$ cat config.mk
export PLATFORM = sky130hd
export DESIGN_NAME = rcmp_ram
export DESIGN_NICKNAME = d
export VERILOG_FILES = /design/src/rtl/core/rcmp_ram.sv
export SDC_FILE = /design/constraint.sdc
export NUM_CORES = 1
export LEC_CHECK = 0
export ABC_AREA = 1
export BUFFER_PORTS_ARGS = -buffer_cell sky130_fd_sc_hd__buf_2
export CAP_MARGIN = 20
export CORE_AREA = 2 2 350 352
export DETAILED_ROUTE_END_ITERATION = 8
export DIE_AREA = 0 0 352 354
export SLEW_MARGIN = 10
export SYNTH_ARGS = -nofsm -noshare
export SYNTH_HDL_FRONTEND = slang
export SYNTH_SLANG_ARGS = --single-unit
$ cat constraint.sdc
create_clock -name clk -period 6.86 [get_ports clk]
set_input_delay 1.372 -clock clk [delete_from_list [all_inputs] [get_ports clk]]
set_output_delay 1.372 -clock clk [all_outputs]
set_load 0.01 [all_outputs]
$ cat src/rtl/core/rcmp_ram.sv
`default_nettype none
module rcmp_ram #(
	parameter int WIDTH = 16,
	parameter int DEPTH = 64
) (
	input  wire                        clk,
	input  wire                        we,
	input  wire  [$clog2(DEPTH)-1:0]   wr_addr,
	input  wire  [WIDTH-1:0]           wr_data,
	input  wire  [$clog2(DEPTH)-1:0]   rd_addr,
	output logic [WIDTH-1:0]           rd_data
);

	logic [WIDTH-1:0] mem_q [DEPTH];

	always_ff @(posedge clk) begin
		if (we) begin
			mem_q[wr_addr] <= wr_data;
		end
		rd_data <= mem_q[rd_addr];
	end

endmodule
`default_nettype wire

# After elaboration in Yosys (flattened, before gate mapping)
# Memories as Yosys holds them, arrays and structs flattened. A register that Yosys moved wholly into a read port is not among the register bits.
# Cells that the tools add are included.
# Widths: inputs -> output; s select.
# word_totals
mem_bits_rw	1024
output_inout_bits	16
regBits	0
n_memories	1
in_bits	30
word_cells	3
# op_classes
mux	2
# mem_list
memory	words	width	read_ports	rd_ports_with_merged_regs	wr	line_no	rtl
mem_q	64	16	1	1	1	14	logic [WIDTH-1:0] mem_q [DEPTH];
# op_table
operator	count
$mux 1	2

# Depth between registers and ports, before layout
# depth
ltp_word	2
mapped_depth	12
depth_no_buf	9

# Least setup slack after synthesis
# Ideal clock, no wire load.
# synth_timing
path_type	input to register
from	in we
to	mem mem_q[48][0], enable pin
setup_time_ns	0.431
t_required_ns	6.429
path_buffers	1
slack_ns	2.934
path_stages	3
t_arrival_ns	3.496
cell_sequence	clkbuf_1 > nand4_1 > nor4_1
# synth_between
elab_chain_len	2
# synth_rtl
item	line_no	rtl
start: declaration	7	input wire we,
$mux 1	17	if (we) begin
$mux 1 (implied by the code)	18	mem_q[wr_addr] <= wr_data;
end: declaration	14	
# No other way between the ends.

==> flow_metrics.env <==
export IMPL_cpPeakStageDelay_ns=0.70
export IMPL_clockBufferDepth=3
export IMPL_vias=27007
export IMPL_finalSetupTns_ns=0
export IMPL_clock_sinks=1040
export IMPL_cts_resized=0
export IMPL_cp_num_cells=11
export IMPL_dieArea_um2=125000
export IMPL_reg2reg_depth=8
export IMPL_whs_path_depth=8
export IMPL_startpoint_type="input pin"
export IMPL_die_w_um=352
export IMPL_p_leak_nw=16.7
export IMPL_grt_use_total_pct=17.9
export IMPL_finalNetCount=3573
export IMPL_ctsRootBufferMaster="clkbuf_16"
export IMPL_r2r_start="mem_q[7][3]"
export IMPL_drive_gt1_share_pct=8.12
export IMPL_synthTopCellsByArea="edfxtp_1, nand2_1, nand3_1"
export IMPL_synth_top_area_cell="edfxtp_1"
export IMPL_syn_nets=3547
export IMPL_slew_viol_final=0
export IMPL_ir_drop_v=0.000189
export IMPL_critPathMaxFanout=150
export IMPL_grt_max_degree=177
export IMPL_cp_slowest_cell="buf_4"
export IMPL_gp_congestion=0.838
export IMPL_grt_pass1_vias=25735
export IMPL_initialDrtViolationCount=3247
export IMPL_fin_skew_ns=0.0193
export IMPL_fillers=11433
export IMPL_tightestPinTransition_ns=1.01
export IMPL_syn_area_per_cell_um2=12.0
export IMPL_hold_start="mem_q[48][10]"
export IMPL_syn_inst=3517
export IMPL_critPathArrivalTime_ns=4.40
export IMPL_insertion_delay_ns=0.67
export IMPL_setup_viol=0
export IMPL_netlist_area_um2=42100
export IMPL_placed_cells=5062
export IMPL_end_kind="flip-flop"
export IMPL_wl_mm=114
export IMPL_crit_type="in2reg"
export IMPL_dp_hpwl_mm=59.7
export IMPL_hold_path_class="reg2reg"
export IMPL_regToRegSetupSlack_ns=5.14
export IMPL_final_antenna_net_count=0
export IMPL_grt_first_pass_wirelength_mm=169
export IMPL_coreArea_um2=121000
export IMPL_final_period_utilization_pct=55.8
export IMPL_ys_warn_count=0
export IMPL_io_pins=46
export IMPL_place_port_buffers=45
export IMPL_crit_buf_inv=3
export IMPL_synth_distinct_cells=16
export IMPL_die_y_um=354
export IMPL_r2r_end="rd_data[3]"
export IMPL_wl_per_cell_um=21.7
export IMPL_cts_tree="built"
export IMPL_instances_no_fill=5249
export IMPL_status="finished clean"
export IMPL_clk_pin_slew_ns=0.06
export IMPL_antenna_found_initial=10
export IMPL_vias_per_cell=5.15
export IMPL_max_freq_ghz=0.261
export IMPL_syn_to_final_growth_pct=11.6
export IMPL_finalCriticalPeriod_ns=3.83
export IMPL_htreeDepth=3
export IMPL_path_cells="buf_8 -> inv_16 -> buf_4 -> nand2_1 -> nand3_1 -> nand3_1 -> nand2_1 -> nand2_1 -> nand3_1 -> nand3_1 -> nand2_1"
export IMPL_slew_limit_headroom_pct=32.6
export IMPL_cts_buffers=104
export IMPL_required_ns=7.44
export IMPL_gr_total_overflow=0
export IMPL_hold_end="rd_data[10]"
export IMPL_drv_cap=0
export IMPL_final_hold_violation_count=0
export IMPL_post_cts_setup_buffers=0
export IMPL_yosysSeqAreaShare_pct=73.8
export IMPL_drc_errors=0
export IMPL_rows=128
export IMPL_rsz0062_at_grt="no"
export IMPL_first_pass_iters=6
export IMPL_cp_top_family="buffers and inverters"
export IMPL_powerDensity_nw_per_um2=281
export IMPL_initial_core_util_pct=34.8
export IMPL_cts_hold_buf=0
export IMPL_ys_ff_latch=1040
export IMPL_synth_top_area_share_pct=73.0
==> state kept, by name, indices dropped and copies added (netlist names) <==
signal and flops:
mem_q 1024, rd_data 16
==> final cells by class <==
type	instances	area (µm²)	area share (%)
multi-input combinational	2240	9590	20.4
tap	1625	2030	4.33
inverter	12	71.3	0.152
clock inverter	49	347	0.738
antenna	4	10.0	0.0213
sequential	1040	31100	66.1
timing repair buffer	145	1070	2.28
clock buffer	134	2790	5.93
==> layer usage <==
metal / vias up / routed length, µm / global-route usage (%)
met5: - / 11 / 0
met4: 2 / 2820 / 4.96
met3: 183 / 10200 / 4.21
met2: 1042 / 51500 / 27.4
met1: 13354 / 49400 / 25.5
li1: 12426 / - / -
==> metrics by stage <==
stage | hold WS, ns | setup slack, ns | util (%) | total power, W | instance area, µm²
2_1_floorplan | 0.722 | 2.93 | - | 0.00766 | 42100
3_3_place_gp | 0.790 | 2.50 | 36.3 | 0.00801 | 43800
3_5_place_dp | 0.784 | 2.49 | 36.3 | 0.00801 | 43800
4_1_cts | 0.799 | 3.18 | 38.8 | 0.0133 | 47000
5_1_grt | 0.863 | 2.92 | 38.8 | 0.0136 | 47000
6_report | 0.793 | 3.03 | 38.9 | 0.0132 | 47000
==> report_power, final <==
group / total, W / switching [W] / internal (W) / leakage [nW]
Sequential: 0.00706 / 0.0000295 / 0.00703 / 9.35
Combinational: 0.000818 / 0.000630 / 0.000188 / 5.77
Clock: 0.00534 / 0.00234 / 0.00300 / 1.54
Total: 0.0132 / 0.00300 / 0.0102 / 16.7
==> worst max path at each step <==
stage | start | end | slack (ns)
6_report | rd_addr[0] | rd_data[2] | 3.03
3_5_place_dp | rd_addr[0] | rd_data[2] | 2.49
4_1_cts | rd_addr[0] | rd_data[2] | 3.18
5_1_grt | rd_addr[0] | rd_data[2] | 2.92
3_3_place_gp | rd_addr[0] | rd_data[2] | 2.50
2_1_floorplan | we | mem_q[48][0] | 2.93
==> worst reg2reg max path, cell delays in order, from the launching register on <==
cell and delay [ns]:
edfxtp_1 0.37, nand2_1 0.07, nand3_1 0.09, nand3_1 0.17
nand2_1 0.10, nand2_1 0.07, nand3_1 0.12, nand3_1 0.42
nand2_1 0.18
==> cells by family (layout without fill, tap and decap cells) <==
family	after synthesis	in the layout	share of synthesized area, %
flops	1040	1040	73.8
simple gates	2240	2240	22.7
other cells	0	4	0
buf+inv	237	340	3.54
==> cells in the final DEF, fill, tap and decap left out, drive strengths merged <==
master | synthesis | final
buf | 199 | 145
bufinv | 0 | 4
clkbuf | 26 | 134
clkinv | 0 | 40
clkinvlp | 0 | 1
dfxtp | 16 | 16
diode | 0 | 4
edfxtp | 1024 | 1024
inv | 12 | 16
nand2 | 1296 | 1296
nand3 | 871 | 871
nand4 | 9 | 9
nor2 | 56 | 56
nor4 | 8 | 8
==> cell usage after synthesis (all sizes together) <==
cell    instances
nand4           9
nor4            8
clkbuf         26
nor2           56
inv            12
nand2        1296
nand3         871
dfxtp          16
buf           199
edfxtp       1024
No activity file was read; power rests on OpenSTA's default activity.
